**config.mk**
```make
export PLATFORM = sky130hd
export DESIGN_NAME = load_based_cpu_frequency_governor_unit_flat
export DESIGN_NICKNAME = d
export VERILOG_FILES = /design/src/rtl/lbcfg_pkg.sv /design/src/rtl/lbcfg_ifs.sv /design/src/rtl/lbcfg_ram.sv /design/src/rtl/lbcfg_datapath.sv /design/src/rtl/lbcfg_ctrl.sv /design/src/rtl/load_based_cpu_frequency_governor_unit.sv /design/src/flat_wrapper.sv
export SDC_FILE = /design/constraint.sdc
export NUM_CORES = 2
export LEC_CHECK = 0
export BUFFER_PORTS_ARGS = -buffer_cell sky130_fd_sc_hd__buf_4
export CORE_ASPECT_RATIO = 0.8
export CORE_MARGIN = 4
export CORE_UTILIZATION = 34
export DETAILED_ROUTE_END_ITERATION = 7
export GPL_ROUTABILITY_DRIVEN = 0
export GPL_TIMING_DRIVEN = 0
export PLACE_DENSITY = 0.5
export SYNTH_ARGS = -nofsm -noshare
export SYNTH_HDL_FRONTEND = slang
export SYNTH_SLANG_ARGS = --single-unit
```
**constraint.sdc**
```tcl
create_clock -name clock -period 9.9 [get_ports clock]
set_clock_uncertainty 0.05 [all_clocks]
set_input_delay 1.485 -clock clock [delete_from_list [all_inputs] [get_ports clock]]
set_output_delay 1.485 -clock clock [all_outputs]
set_load 0.02 [all_outputs]
```
**src/rtl/lbcfg_pkg.sv**
```systemverilog
// Shared types, constants and codes of the load based frequency governor.
// No dependencies; the interfaces, datapath, controller, top level and bench use it by scoped names.
package lbcfg_pkg;

   localparam int NUM_CPUS_DEF    = 8;
   localparam int TABLE_DEPTH_DEF = 32;

   localparam int MODE_W   = 2;
   localparam int CPU_W    = 3;
   localparam int TIME_W   = 64;
   localparam int ENTRY_W  = 5;
   localparam int KHZ_W    = 24;
   localparam int LOAD_W   = 7;
   localparam int PERIOD_W = 22;
   localparam int TLEN_W   = 6;
   localparam int CSR_AW   = 8;
   localparam int CSR_DW   = 24;
   localparam int DELTA_W  = 32;
   localparam int NUM_W    = 39;   // holds 100 * (2^32 - 1)
   localparam int MAXDIV_W = 18;   // holds (2^24 - 1) / 100
   localparam int DIV_STEPS = LOAD_W;
   localparam int BIT_W    = 3;

   localparam logic [LOAD_W-1:0]   PCT_SCALE        = 7'd100;
   localparam logic [1:0]          LONG_IDLE_FACTOR = 2'd2;
   localparam logic [PERIOD_W-1:0] MIN_PERIOD_US    = 22'd10000;
   localparam logic [PERIOD_W-1:0] RESET_PERIOD_US  = 22'd60000;
   localparam logic [KHZ_W-1:0]    KHZ_MAX          = 24'hFFFFFF;

   // x / 100 for 24-bit x as (x * RECIP_100) >> RECIP_SHIFT, exact over the range
   localparam logic [24:0]         RECIP_100     = 25'd21474837;
   localparam int                  RECIP_SHIFT   = 31;
   localparam logic [MAXDIV_W-1:0] MAXDIV_RESET  = 18'd167772;

   typedef enum logic [MODE_W-1:0] {
      MODE_TABLE  = 2'd0,
      MODE_SNAP   = 2'd1,
      MODE_SAMPLE = 2'd2,
      MODE_NONE   = 2'd3
   } mode_type;

   typedef enum logic [CSR_AW-1:0] {
      REG_PERIOD = 8'd0,
      REG_MIN    = 8'd1,
      REG_MAX    = 8'd2,
      REG_TLEN   = 8'd3
   } csr_reg_type;

   typedef struct packed {
      logic             ready;
      logic             load;
      logic             div_step;
      logic [BIT_W-1:0] div_bit;
      logic             update;
      logic             demand;
      logic             walk_rd;
      logic             walk_chk;
      logic             emit;
   } cmd_type;

   typedef struct packed {
      logic [MODE_W-1:0] in_mode;
      logic              in_cpu_ok;
      logic [MODE_W-1:0] item_mode;
      logic              item_last;
      logic              walk_stop;
      logic              out_busy;
      logic [TLEN_W-1:0] table_length;
   } status_type;

endpackage

```
**src/rtl/lbcfg_ifs.sv**
```systemverilog
// Channel interfaces of the governor: sample input, result output, register writes.
// Depends on lbcfg_pkg for field widths.
interface lbcfg_req_if;
   logic                              valid;
   logic                              ready;
   logic [lbcfg_pkg::MODE_W-1:0]      mode;
   logic [lbcfg_pkg::CPU_W-1:0]       cpu_index;
   logic [lbcfg_pkg::TIME_W-1:0]      wall_time_us;
   logic [lbcfg_pkg::TIME_W-1:0]      idle_time_us;
   logic [lbcfg_pkg::ENTRY_W-1:0]     entry_index;
   logic [lbcfg_pkg::KHZ_W-1:0]       entry_freq_khz;
   logic                              entry_valid;
   logic [lbcfg_pkg::KHZ_W-1:0]       current_freq_khz;
   logic                              last_cpu;

   modport source (output valid, mode, cpu_index, wall_time_us, idle_time_us, entry_index,
                   entry_freq_khz, entry_valid, current_freq_khz, last_cpu, input ready);
   modport sink (input valid, mode, cpu_index, wall_time_us, idle_time_us, entry_index,
                 entry_freq_khz, entry_valid, current_freq_khz, last_cpu, output ready);
endinterface

interface lbcfg_rsp_if;
   logic                          valid;
   logic                          ready;
   logic [lbcfg_pkg::LOAD_W-1:0]  peak_load;
   logic [lbcfg_pkg::KHZ_W-1:0]   target_freq_khz;
   logic                          request_change;

   modport source (output valid, peak_load, target_freq_khz, request_change, input ready);
   modport sink (input valid, peak_load, target_freq_khz, request_change, output ready);
endinterface

interface lbcfg_csr_if;
   logic                          valid;
   logic                          ready;
   logic [lbcfg_pkg::CSR_AW-1:0]  index;
   logic [lbcfg_pkg::CSR_DW-1:0]  data;

   modport source (output valid, index, data, input ready);
   modport sink (input valid, index, data, output ready);
endinterface

```
**src/rtl/lbcfg_ram.sv**
```systemverilog
// Generic single write port, single read port RAM with registered read data.
// No dependencies.
module lbcfg_ram #(
   parameter int WIDTH = 8,
   parameter int DEPTH = 2,
   localparam int AW = (DEPTH > 1) ? $clog2(DEPTH) : 1
) (
   input  logic             clock,
   input  logic             wr_en,
   input  logic [AW-1:0]    wr_addr,
   input  logic [WIDTH-1:0] wr_data,
   input  logic             rd_en,
   input  logic [AW-1:0]    rd_addr,
   output logic [WIDTH-1:0] rd_data
);

   logic [WIDTH-1:0] mem [DEPTH];
   logic [WIDTH-1:0] rd_data_ff;

   always_ff @(posedge clock) begin
      if (wr_en) begin
         mem[wr_addr] <= wr_data;
      end
      if (rd_en) begin
         rd_data_ff <= mem[rd_addr];
      end
   end

   assign rd_data = rd_data_ff;

endmodule

```
**src/rtl/lbcfg_datapath.sv**
```systemverilog
// Datapath: registers, per-CPU snapshot store, frequency table, shared divider, output register.
// Depends on lbcfg_pkg, lbcfg_ifs and lbcfg_ram.
module lbcfg_datapath #(
   parameter int NUM_CPUS    = lbcfg_pkg::NUM_CPUS_DEF,
   parameter int TABLE_DEPTH = lbcfg_pkg::TABLE_DEPTH_DEF,
   localparam int TCW = $clog2(TABLE_DEPTH + 1)
) (
   input  logic                  clock,
   input  logic                  reset,
   lbcfg_req_if.sink             req,
   lbcfg_rsp_if.source           rsp,
   lbcfg_csr_if.sink             csr,
   input  lbcfg_pkg::cmd_type    cmd,
   input  logic [TCW-1:0]        walk_idx,
   output lbcfg_pkg::status_type status
);

   localparam int CAW = (NUM_CPUS > 1) ? $clog2(NUM_CPUS) : 1;
   localparam int TAW = $clog2(TABLE_DEPTH);
   localparam int DW  = lbcfg_pkg::DELTA_W;
   localparam int LW  = lbcfg_pkg::LOAD_W;
   localparam int KW  = lbcfg_pkg::KHZ_W;
   localparam int NW  = lbcfg_pkg::NUM_W;
   localparam int STW = LW + 2 * DW;
   localparam int TBW = KW + 1;

   // configuration
   logic [lbcfg_pkg::PERIOD_W-1:0] period_ff;
   logic [KW-1:0]                  min_ff, max_ff;
   logic [lbcfg_pkg::MAXDIV_W-1:0] maxdiv_ff;
   logic [lbcfg_pkg::TLEN_W-1:0]   tlen_ff;
   logic [lbcfg_pkg::PERIOD_W-1:0] period_in;
   logic [KW+24:0]                 recip_prod;

   // item
   logic [lbcfg_pkg::MODE_W-1:0] mode_ff;
   logic [CAW-1:0]               cpu_ff;
   logic [DW-1:0]                wall_ff, idle_ff;
   logic [KW-1:0]                cur_ff;
   logic                         last_ff;
   logic                         capture, cpu_ok;

   // snapshot store
   logic [NUM_CPUS-1:0] cpu_vld_ff;
   logic                rd_vld_ff;
   logic [STW-1:0]      st_rd, st_word, st_wr;
   logic [CAW-1:0]      rd_cpu;

   // divider and load
   logic [NW-1:0] rem_ff, trial;
   logic [DW-1:0] den_ff;
   logic [LW-1:0] q_ff, saved_ff, peak_ff, saved_in, load_v;
   logic          sat_ff, zero_ff, inval_ff, long_ff;
   logic [DW-1:0] last_w, last_i, wd, id, busy, den, long_lim;

   // demand and table walk
   logic [LW+lbcfg_pkg::MAXDIV_W-1:0] dem_prod;
   logic [KW-1:0]  dem_raw, dem_min, dem_ff, lo_ff, hi_ff, target;
   logic           hit_ff, tbl_ok;
   logic [TBW-1:0] tbl_rd;
   logic           tbl_use;
   logic [KW-1:0]  tbl_f;

   // output register
   logic          out_vld_ff, out_chg_ff;
   logic [LW-1:0] out_peak_ff;
   logic [KW-1:0] out_tgt_ff;

   assign capture = req.valid && cmd.ready;
   assign cpu_ok  = (7'(req.cpu_index) < 7'(NUM_CPUS));
   assign rd_cpu  = CAW'(req.cpu_index);
   assign req.ready = cmd.ready;
   assign csr.ready = 1'b1;

   // register writes
   assign recip_prod = csr.data * lbcfg_pkg::RECIP_100;
   always_comb begin
      period_in = csr.data[lbcfg_pkg::PERIOD_W-1:0];
      if (period_in < lbcfg_pkg::MIN_PERIOD_US) begin
         period_in = lbcfg_pkg::MIN_PERIOD_US;
      end
   end

   always_ff @(posedge clock) begin
      if (reset) begin
         period_ff <= lbcfg_pkg::RESET_PERIOD_US;
         min_ff    <= '0;
         max_ff    <= lbcfg_pkg::KHZ_MAX;
         maxdiv_ff <= lbcfg_pkg::MAXDIV_RESET;
         tlen_ff   <= '0;
      end else if (csr.valid) begin
         case (csr.index)
            lbcfg_pkg::REG_PERIOD: period_ff <= period_in;
            lbcfg_pkg::REG_MIN:    min_ff <= csr.data;
            lbcfg_pkg::REG_MAX: begin
               max_ff    <= csr.data;
               maxdiv_ff <= recip_prod[lbcfg_pkg::RECIP_SHIFT +: lbcfg_pkg::MAXDIV_W];
            end
            lbcfg_pkg::REG_TLEN:   tlen_ff <= csr.data[lbcfg_pkg::TLEN_W-1:0];
            default: ;
         endcase
      end
   end

   // capture the item; only the low 32 bits of the times matter for deltas
   always_ff @(posedge clock) begin
      if (capture) begin
         mode_ff <= req.mode;
         cpu_ff  <= rd_cpu;
         wall_ff <= req.wall_time_us[DW-1:0];
         idle_ff <= req.idle_time_us[DW-1:0];
         cur_ff  <= req.current_freq_khz;
         last_ff <= req.last_cpu;
      end
   end

   // snapshot store: entries never written read as zero
   lbcfg_ram #(.WIDTH(STW), .DEPTH(NUM_CPUS)) u_state_ram (
      .clock   (clock),
      .wr_en   (cmd.update),
      .wr_addr (cpu_ff),
      .wr_data (st_wr),
      .rd_en   (capture),
      .rd_addr (rd_cpu),
      .rd_data (st_rd)
   );

   always_ff @(posedge clock) begin
      if (reset) begin
         cpu_vld_ff <= '0;
         rd_vld_ff  <= 1'b0;
      end else begin
         if (capture) begin
            rd_vld_ff <= cpu_ok && cpu_vld_ff[rd_cpu];
         end
         if (cmd.update) begin
            cpu_vld_ff[cpu_ff] <= 1'b1;
         end
      end
   end

   assign st_word = rd_vld_ff ? st_rd : '0;
   assign last_w  = st_word[2*DW-1:DW];
   assign last_i  = st_word[DW-1:0];

   // window deltas
   assign long_lim = DW'(period_ff) * DW'(lbcfg_pkg::LONG_IDLE_FACTOR);
   always_comb begin
      wd = wall_ff - last_w;
      id = idle_ff - last_i;
      if (mode_ff == lbcfg_pkg::MODE_SNAP) begin
         busy = wall_ff - idle_ff;
         den  = wall_ff;
      end else begin
         busy = wd - id;
         den  = wd;
      end
   end

   assign trial = NW'(den_ff) << cmd.div_bit;

   always_ff @(posedge clock) begin
      if (cmd.load) begin
         rem_ff   <= NW'(busy) * NW'(lbcfg_pkg::PCT_SCALE);
         den_ff   <= den;
         q_ff     <= '0;
         saved_ff <= st_word[STW-1:2*DW];
         sat_ff   <= (busy >= den);
         zero_ff  <= (den == '0);
         inval_ff <= (wd == '0) || (id > wd);
         long_ff  <= (wd > long_lim) && (st_word[STW-1:2*DW] != '0);
      end else if (cmd.div_step) begin
         if (rem_ff >= trial) begin
            rem_ff <= rem_ff - trial;
            q_ff[cmd.div_bit] <= 1'b1;
         end
      end
   end

   // new saved load and the load that joins the round
   always_comb begin
      saved_in = saved_ff;
      load_v   = '0;
      if (mode_ff == lbcfg_pkg::MODE_SNAP) begin
         saved_in = zero_ff ? '0 : (sat_ff ? lbcfg_pkg::PCT_SCALE : q_ff);
      end else if (!inval_ff) begin
         if (long_ff) begin
            load_v   = saved_ff;
            saved_in = '0;
         end else begin
            load_v   = q_ff;
            saved_in = q_ff;
         end
      end
   end

   assign st_wr = {saved_in, wall_ff, idle_ff};

   // demand
   assign dem_prod = peak_ff * maxdiv_ff;
   assign dem_raw  = dem_prod[KW-1:0];
   assign dem_min  = (dem_raw < min_ff) ? min_ff : dem_raw;

   // hold the round peak until its result is loaded, then clear it
   always_ff @(posedge clock) begin
      if (reset) begin
         peak_ff <= '0;
      end else if (cmd.update) begin
         if (load_v > peak_ff) begin
            peak_ff <= load_v;
         end
      end else if (cmd.emit) begin
         peak_ff <= '0;
      end
   end

   // frequency table: written straight from a table item
   assign tbl_ok = capture && (req.mode == lbcfg_pkg::MODE_TABLE)
                   && (9'(req.entry_index) < 9'(TABLE_DEPTH));

   lbcfg_ram #(.WIDTH(TBW), .DEPTH(TABLE_DEPTH)) u_table_ram (
      .clock   (clock),
      .wr_en   (tbl_ok),
      .wr_addr (TAW'(req.entry_index)),
      .wr_data ({req.entry_valid, req.entry_freq_khz}),
      .rd_en   (cmd.walk_rd),
      .rd_addr (walk_idx[TAW-1:0]),
      .rd_data (tbl_rd)
   );

   assign tbl_use = tbl_rd[KW];
   assign tbl_f   = tbl_rd[KW-1:0];

   always_ff @(posedge clock) begin
      if (cmd.demand) begin
         dem_ff      <= (dem_min > max_ff) ? max_ff : dem_min;
         lo_ff       <= '0;
         hi_ff       <= '0;
         hit_ff      <= 1'b0;
      end else if (cmd.walk_chk && tbl_use) begin
         if (tbl_f < dem_ff) begin
            lo_ff <= tbl_f;
         end else begin
            hi_ff  <= tbl_f;
            hit_ff <= (tbl_f == dem_ff);
         end
      end
   end

   always_comb begin
      if (hit_ff) begin
         target = hi_ff;
      end else if (cur_ff >= lo_ff && cur_ff <= hi_ff) begin
         target = cur_ff;
      end else begin
         target = hi_ff;
      end
   end

   // output register
   always_ff @(posedge clock) begin
      if (reset) begin
         out_vld_ff <= 1'b0;
      end else if (cmd.emit) begin
         out_vld_ff <= 1'b1;
      end else if (rsp.ready) begin
         out_vld_ff <= 1'b0;
      end
   end

   always_ff @(posedge clock) begin
      if (cmd.emit) begin
         out_peak_ff <= peak_ff;
         out_tgt_ff  <= target;
         out_chg_ff  <= (target != '0) && (target != cur_ff);
      end
   end

   assign rsp.valid           = out_vld_ff;
   assign rsp.peak_load       = out_peak_ff;
   assign rsp.target_freq_khz = out_tgt_ff;
   assign rsp.request_change  = out_chg_ff;

   assign status.in_mode      = req.mode;
   assign status.in_cpu_ok    = cpu_ok;
   assign status.item_mode    = mode_ff;
   assign status.item_last    = last_ff;
   assign status.walk_stop    = tbl_use && (tbl_f >= dem_ff);
   assign status.out_busy     = out_vld_ff && !rsp.ready;
   assign status.table_length = tlen_ff;

`ifndef SYNTHESIS
   a_emit_free: assert property (@(posedge clock) disable iff (reset)
      cmd.emit |-> !out_vld_ff || rsp.ready)
      else $error("result loaded over a pending transfer");
   a_peak_range: assert property (@(posedge clock) disable iff (reset)
      peak_ff <= lbcfg_pkg::PCT_SCALE)
      else $error("round peak above full scale");
   a_change_flag: assert property (@(posedge clock) disable iff (reset)
      cmd.emit |=> (rsp.request_change == ((rsp.target_freq_khz != '0)
                                            && (rsp.target_freq_khz != $past(cur_ff)))))
      else $error("change request inconsistent with target");
`endif

endmodule

```
**src/rtl/lbcfg_ctrl.sv**
```systemverilog
// Controller: sequences an item through snapshot read, divide, update, demand and table walk.
// Depends on lbcfg_pkg.
module lbcfg_ctrl #(
   parameter int TABLE_DEPTH = lbcfg_pkg::TABLE_DEPTH_DEF,
   localparam int TCW = $clog2(TABLE_DEPTH + 1)
) (
   input  logic                  clock,
   input  logic                  reset,
   input  logic                  req_valid,
   input  lbcfg_pkg::status_type status,
   output lbcfg_pkg::cmd_type    cmd,
   output logic [TCW-1:0]        walk_idx
);

   typedef enum logic [2:0] {
      ST_IDLE, ST_LOAD, ST_DIV, ST_UPDATE, ST_DEMAND, ST_WALK, ST_RESULT
   } state_type;

   state_type                   state_ff, state_in;
   logic [lbcfg_pkg::BIT_W-1:0] bit_ff;
   logic [TCW-1:0]              idx_ff, n_len;
   logic                        chk_ff, issue, capture, work;

   always_comb begin
      if (9'(status.table_length) > 9'(TABLE_DEPTH)) begin
         n_len = TCW'(TABLE_DEPTH);
      end else begin
         n_len = TCW'(status.table_length);
      end
   end

   assign issue   = (state_ff == ST_WALK) && (idx_ff < n_len);
   assign capture = (state_ff == ST_IDLE) && req_valid;
   assign work    = status.in_cpu_ok && ((status.in_mode == lbcfg_pkg::MODE_SNAP)
                                        || (status.in_mode == lbcfg_pkg::MODE_SAMPLE));

   always_comb begin
      state_in = state_ff;
      case (state_ff)
         ST_IDLE:   if (capture && work) state_in = ST_LOAD;
         ST_LOAD:   state_in = ST_DIV;
         ST_DIV:    if (bit_ff == '0) state_in = ST_UPDATE;
         ST_UPDATE: begin
            if (status.item_mode == lbcfg_pkg::MODE_SAMPLE && status.item_last) begin
               state_in = ST_DEMAND;
            end else begin
               state_in = ST_IDLE;
            end
         end
         ST_DEMAND: state_in = ST_WALK;
         ST_WALK: begin
            if ((chk_ff && status.walk_stop) || (!chk_ff && !issue)) begin
               state_in = ST_RESULT;
            end
         end
         ST_RESULT: if (!status.out_busy) state_in = ST_IDLE;
         default:   state_in = ST_IDLE;
      endcase
   end

   always_ff @(posedge clock) begin
      if (reset) begin
         state_ff <= ST_IDLE;
         bit_ff   <= '0;
         idx_ff   <= '0;
         chk_ff   <= 1'b0;
      end else begin
         state_ff <= state_in;
         if (state_ff == ST_LOAD) begin
            bit_ff <= lbcfg_pkg::BIT_W'(lbcfg_pkg::DIV_STEPS - 1);
         end else if (state_ff == ST_DIV) begin
            bit_ff <= bit_ff - 1'b1;
         end
         if (state_ff == ST_DEMAND) begin
            idx_ff <= '0;
            chk_ff <= 1'b0;
         end else if (state_ff == ST_WALK) begin
            idx_ff <= idx_ff + TCW'(issue);
            chk_ff <= issue;
         end
      end
   end

   always_comb begin
      cmd          = '0;
      cmd.ready    = (state_ff == ST_IDLE);
      cmd.load     = (state_ff == ST_LOAD);
      cmd.div_step = (state_ff == ST_DIV);
      cmd.div_bit  = bit_ff;
      cmd.update   = (state_ff == ST_UPDATE);
      cmd.demand   = (state_ff == ST_DEMAND);
      cmd.walk_rd  = issue;
      cmd.walk_chk = (state_ff == ST_WALK) && chk_ff;
      cmd.emit     = (state_ff == ST_RESULT) && !status.out_busy;
   end

   assign walk_idx = idx_ff;

`ifndef SYNTHESIS
   a_walk_bound: assert property (@(posedge clock) disable iff (reset)
      (state_ff == ST_WALK) |-> (idx_ff <= n_len))
      else $error("table walk past the table length");
   a_div_count: assert property (@(posedge clock) disable iff (reset)
      (state_ff == ST_LOAD) |=> (state_ff == ST_DIV)
                                && (bit_ff == lbcfg_pkg::BIT_W'(lbcfg_pkg::DIV_STEPS - 1)))
      else $error("divider not started at its top bit");
   a_busy_no_accept: assert property (@(posedge clock) disable iff (reset)
      (state_ff != ST_IDLE) |-> !cmd.ready)
      else $error("item accepted while one is at work");
`endif

endmodule

```
**src/rtl/load_based_cpu_frequency_governor_unit.sv**
```systemverilog
// Top level of the load based CPU frequency governor: controller plus datapath.
// Depends on lbcfg_pkg, lbcfg_ifs, lbcfg_ram, lbcfg_datapath and lbcfg_ctrl.

// The block takes one item at a time on req_ch. A table write (mode 0) is written into
// the table RAM on its transfer. A start snapshot goes through transfer, snapshot read,
// seven steps of the shared restoring divider (one quotient bit per cycle), and the
// snapshot update. A periodic sample that does not end the round takes the same steps;
// one that ends the round adds the demand step, a pipelined walk of the frequency table
// (one entry a cycle from the table RAM, stopping at the first usable entry at or above
// the demand or at the table length) and the result load. A finished result waits in
// the output register while the next item is taken. Per-CPU snapshots live in a RAM
// with one valid bit per CPU, so no clearing pass follows reset. Register writes
// on csr_ch are always taken and should be made while no item is in flight.
module load_based_cpu_frequency_governor_unit #(
   parameter int NUM_CPUS    = lbcfg_pkg::NUM_CPUS_DEF,
   parameter int TABLE_DEPTH = lbcfg_pkg::TABLE_DEPTH_DEF
) (
   input logic          clock,
   input logic          reset,
   lbcfg_req_if.sink    req_ch,
   lbcfg_rsp_if.source  rsp_ch,
   lbcfg_csr_if.sink    csr_ch
);

   localparam int TCW = $clog2(TABLE_DEPTH + 1);

   lbcfg_pkg::cmd_type    cmd;
   lbcfg_pkg::status_type status;
   logic [TCW-1:0]        walk_idx;

   // sequence each item; the controller sees the datapath only through cmd and status
   lbcfg_ctrl #(.TABLE_DEPTH(TABLE_DEPTH)) u_ctrl (
      .clock     (clock),
      .reset     (reset),
      .req_valid (req_ch.valid),
      .status    (status),
      .cmd       (cmd),
      .walk_idx  (walk_idx)
   );

   // hold configuration, snapshots, table, divider and the output register
   lbcfg_datapath #(.NUM_CPUS(NUM_CPUS), .TABLE_DEPTH(TABLE_DEPTH)) u_datapath (
      .clock    (clock),
      .reset    (reset),
      .req      (req_ch),
      .rsp      (rsp_ch),
      .csr      (csr_ch),
      .cmd      (cmd),
      .walk_idx (walk_idx),
      .status   (status)
   );

endmodule

```
**src/flat_wrapper.sv**
```systemverilog
// flat-port wrapper written by rule: the top's interface ports become plain ports
module load_based_cpu_frequency_governor_unit_flat 
#(
   parameter int NUM_CPUS    = lbcfg_pkg::NUM_CPUS_DEF,
   parameter int TABLE_DEPTH = lbcfg_pkg::TABLE_DEPTH_DEF
)
  (clock, reset, req_ch_valid, req_ch_mode, req_ch_cpu_index, req_ch_wall_time_us, req_ch_idle_time_us, req_ch_entry_index, req_ch_entry_freq_khz, req_ch_entry_valid, req_ch_current_freq_khz, req_ch_last_cpu, req_ch_ready, rsp_ch_valid, rsp_ch_peak_load, rsp_ch_target_freq_khz, rsp_ch_request_change, rsp_ch_ready, csr_ch_valid, csr_ch_index, csr_ch_data, csr_ch_ready);
  lbcfg_req_if req_ch_i ();
  lbcfg_rsp_if rsp_ch_i ();
  lbcfg_csr_if csr_ch_i ();
  input logic clock;
  input logic reset;
  input wire logic [$bits(req_ch_i.valid)-1:0] req_ch_valid;
  input wire logic [$bits(req_ch_i.mode)-1:0] req_ch_mode;
  input wire logic [$bits(req_ch_i.cpu_index)-1:0] req_ch_cpu_index;
  input wire logic [$bits(req_ch_i.wall_time_us)-1:0] req_ch_wall_time_us;
  input wire logic [$bits(req_ch_i.idle_time_us)-1:0] req_ch_idle_time_us;
  input wire logic [$bits(req_ch_i.entry_index)-1:0] req_ch_entry_index;
  input wire logic [$bits(req_ch_i.entry_freq_khz)-1:0] req_ch_entry_freq_khz;
  input wire logic [$bits(req_ch_i.entry_valid)-1:0] req_ch_entry_valid;
  input wire logic [$bits(req_ch_i.current_freq_khz)-1:0] req_ch_current_freq_khz;
  input wire logic [$bits(req_ch_i.last_cpu)-1:0] req_ch_last_cpu;
  output wire logic [$bits(req_ch_i.ready)-1:0] req_ch_ready;
  output wire logic [$bits(rsp_ch_i.valid)-1:0] rsp_ch_valid;
  output wire logic [$bits(rsp_ch_i.peak_load)-1:0] rsp_ch_peak_load;
  output wire logic [$bits(rsp_ch_i.target_freq_khz)-1:0] rsp_ch_target_freq_khz;
  output wire logic [$bits(rsp_ch_i.request_change)-1:0] rsp_ch_request_change;
  input wire logic [$bits(rsp_ch_i.ready)-1:0] rsp_ch_ready;
  input wire logic [$bits(csr_ch_i.valid)-1:0] csr_ch_valid;
  input wire logic [$bits(csr_ch_i.index)-1:0] csr_ch_index;
  input wire logic [$bits(csr_ch_i.data)-1:0] csr_ch_data;
  output wire logic [$bits(csr_ch_i.ready)-1:0] csr_ch_ready;
  assign req_ch_i.valid = req_ch_valid;
  assign req_ch_i.mode = req_ch_mode;
  assign req_ch_i.cpu_index = req_ch_cpu_index;
  assign req_ch_i.wall_time_us = req_ch_wall_time_us;
  assign req_ch_i.idle_time_us = req_ch_idle_time_us;
  assign req_ch_i.entry_index = req_ch_entry_index;
  assign req_ch_i.entry_freq_khz = req_ch_entry_freq_khz;
  assign req_ch_i.entry_valid = req_ch_entry_valid;
  assign req_ch_i.current_freq_khz = req_ch_current_freq_khz;
  assign req_ch_i.last_cpu = req_ch_last_cpu;
  assign req_ch_ready = req_ch_i.ready;
  assign rsp_ch_valid = rsp_ch_i.valid;
  assign rsp_ch_peak_load = rsp_ch_i.peak_load;
  assign rsp_ch_target_freq_khz = rsp_ch_i.target_freq_khz;
  assign rsp_ch_request_change = rsp_ch_i.request_change;
  assign rsp_ch_i.ready = rsp_ch_ready;
  assign csr_ch_i.valid = csr_ch_valid;
  assign csr_ch_i.index = csr_ch_index;
  assign csr_ch_i.data = csr_ch_data;
  assign csr_ch_ready = csr_ch_i.ready;
  load_based_cpu_frequency_governor_unit #(.NUM_CPUS(NUM_CPUS), .TABLE_DEPTH(TABLE_DEPTH)) u_core (.clock(clock), .reset(reset), .req_ch(req_ch_i), .rsp_ch(rsp_ch_i), .csr_ch(csr_ch_i));
endmodule
```
==> results.cfg <==
[status]
status = finished, final reports clean

[routing]
wl_mm = 297
dr.pass1.iters = 5
first_iter_violations = 5607
wl_per_cell_um = 25.2
ant_nets = 0
vias_per_cell = 5.24
routed-via-count = 61600
drc = 0

[global_route]
grt_max_degree = 50
grt_overflow = 0
grt_pass1_vias = 61800
grt_pass1_wl_mm = 430
antenna_found_initial = 18
track_usage_pct = 19.1

[final_layout]
final_area_um2 = 116000
nets = 8915
drive_gt1_share_pct = 16.7
final_core_util_pct = 39.5
fillers = 27600
syn_to_final_growth_pct = 15.2

[setup_path]
critPathKind = register to register
reg2reg_from = u_core.u_datapath.rd_vld_ff
path_common_cell = a21o_1
worst_ep_required_time_ps = 10370
crit_path_max_incr_delay_ps = 510
crit_path_top_delay_cell = dfxtp_4
worst_setup_path_end_kind = register
startpoint_type = register
arrival_ps = 10030
critical_path.max_fanout = 11
critPathLaunch = u_core.u_datapath.rd_vld_ff
r2r_slack_ps = 330

[sta]
finalCriticalPeriod_ps = 9570
worstMarginPinSlew_ps = 1310
tns_ps = 0
max_freq_ghz = 0.105
setup_ws_ps = 333
setup_viol = 0
finalCritPeriodShare_pct = 96.6
slew_headroom_pct = 12.6
finalHoldViolations = 0
slew_viol_final = 0

[floorplanning]
std_cell_rows = 178
core_um2 = 295000
io_pins = 260
dieHeight_um = 496
die_area_um2 = 306000
start_util_pct = 34.3
die_w_um = 618

[clock_network]
htreeDepth = 4
cts_root_buf = clkbuf_16
path_clk_slew_ps = 60
cts_buffers = 200
cts_tree = built
holdBufCountCts = 0
clk_latency_ps = 860
clk_path_buf_depth = 3
cts_sinks = 1876

[logic_synthesis]
yosysMostFrequentCell = edfxtp_1
synth_nets = 8413
synth_edf_count = 1694
synth_async_sr_flop_share_pct = 0
ys_seq_elements = 1876
synthTopCellsByArea = edfxtp_1, mux4_2, ha_1
synth_area_leader_cell = edfxtp_1
syn_inst = 7123
synth_commonest_cells = edfxtp_1, inv_1, ha_1
syn_avg_cell_area_um2 = 14.2
synth_warnings = 0
netlist_area_um2 = 101000
yosys_most_used_dff = edfxtp_1
synth_top_area_share_pct = 50.3
ys_seq_area_share_pct = 53.9
synth.distinct_cells = 88

[worst_hold_path]
min_from = u_core.u_datapath.min_ff[18]
min_path_type = register to register

[run]
maxCapViolations = 0

[place]
numPortBuffers = 192
hpwl_mm = 223
dp_slack_ps = -2050
dpl-instance-area_um2 = 109000
-- per-stage QoR --
| step | hold WS [ps] | instances |
|---|---|---|
| after floorplan | 376 | 7123 |
| after global placement | 392 | 11300 |
| after detailed placement | 397 | 11400 |
| after CTS | 406 | 11800 |
| after global routing | 429 | 11800 |
| final | 406 | 11800 |
-- cell type report --
type                    count  area (um2)  area share (%)
clock buffers             252        5290            4.55
repair buffers            301        3250            2.79
inverters                 757        2840            2.44
clock inverters           121        1340            1.15
flip-flops and latches   1876       54500            46.8
well taps                3960        4950            4.26
plain buffers             227         915           0.786
diodes                     10        25.0          0.0215
multi-input cells        4262       43300            37.2
-- path summary, 6_finish.rpt --
check	to	cells past startpoint
max reg2reg	u_core.u_datapath.rem_ff[37]	39
min	u_core.u_datapath.min_ff[18]	2
max	u_core.u_datapath.rem_ff[37]	39
min reg2reg	u_core.u_datapath.min_ff[18]	2
-- what timing repair did --
| item | 4_1_cts | 5_1_grt |
|---|---|---|
| cloned | 0 | 0 |
| pin swaps | 0 | 4 |
| setup endpoints to repair | 44 | 30 |
| setup buffers | 0 | 4 |
| gates resized for setup | 33 | 32 |
-- cells in the final DEF, fill, tap and decap left out, types with 32 or more instances in the layout --
| master | count |
|---|---|
| mux2i_1 | 103 |
| nor3_1 | 60 |
| buf_1 | 49 |
| buf_6 | 39 |
| mux4_2 | 419 |
| a21o_1 | 164 |
| inv_1 | 754 |
| o21bai_1 | 32 |
| nand3_1 | 67 |
| and2_1 | 112 |
| nand4_1 | 57 |
| o21a_1 | 54 |
| o21ai_0 | 159 |
| ha_1 | 753 |
| buf_4 | 210 |
| nand2b_1 | 55 |
| fa_1 | 312 |
| o211ai_1 | 48 |
| clkbuf_1 | 190 |
| o22ai_1 | 34 |
| nor2_1 | 227 |
| nor2b_1 | 44 |
| and3_1 | 33 |
| a211oi_1 | 37 |
| clkinv_1 | 45 |
| nand2_1 | 386 |
| edfxtp_1 | 1694 |
| dfxtp_1 | 180 |
| nor2_4 | 35 |
| clkbuf_16 | 202 |
| mux2_2 | 164 |
| xnor2_1 | 126 |
| a21oi_1 | 304 |
| xor2_1 | 98 |
-- critical path, delay by kind of cell (launching register included) --
family	cells	cell delay, ps
and+or+nand+nor	2	220
buffers and inverters	6	830
AOI/OAI and AO/OA	21	4460
DFF	1	510
xor gates and xnor gates	3	750
adders and majority gates	7	2420
-- per-layer routing --
| layer | routed length [um] | global-route usage [%] |
|---|---|---|
| met1 | 146000 | 29.5 |
| met2 | 129000 | 28.5 |
| met3 | 16600 | 2.84 |
| met4 | 5660 | 3.88 |
| met5 | 40 | 0 |
-- registers in the layout, summed over array words and instances, names as in the netlist, 25 cells and up --
name	cells
u_core.u_datapath.u_state_ram.mem	568
u_core.u_datapath.u_table_ram.mem	800
u_core.u_datapath.den_ff	32
u_core.u_datapath.wall_ff	32
u_core.u_datapath.u_table_ram.rd_data	25
u_core.u_datapath.idle_ff	32
u_core.u_datapath.u_state_ram.rd_data	71
u_core.u_datapath.rem_ff	39
-- cell families (layout without fill, tap and decap cells) --
logic type      count (synthesis)  in the layout  synth area share [%]
mux                           686            686                  12.2
simple gates                 1204           1204                  5.76
other cells                     1             11               0.00371
xor+xnor                      228            228                  1.98
flops                        1876           1876                  53.9
fa+ha+maj                    1065           1065                  15.5
buf+inv                       985           1658                  3.67
compound gates               1078           1078                  6.95
Power is not shown: default switching activity piles up to over one toggle a cycle in this logic, so the estimate is an artifact.
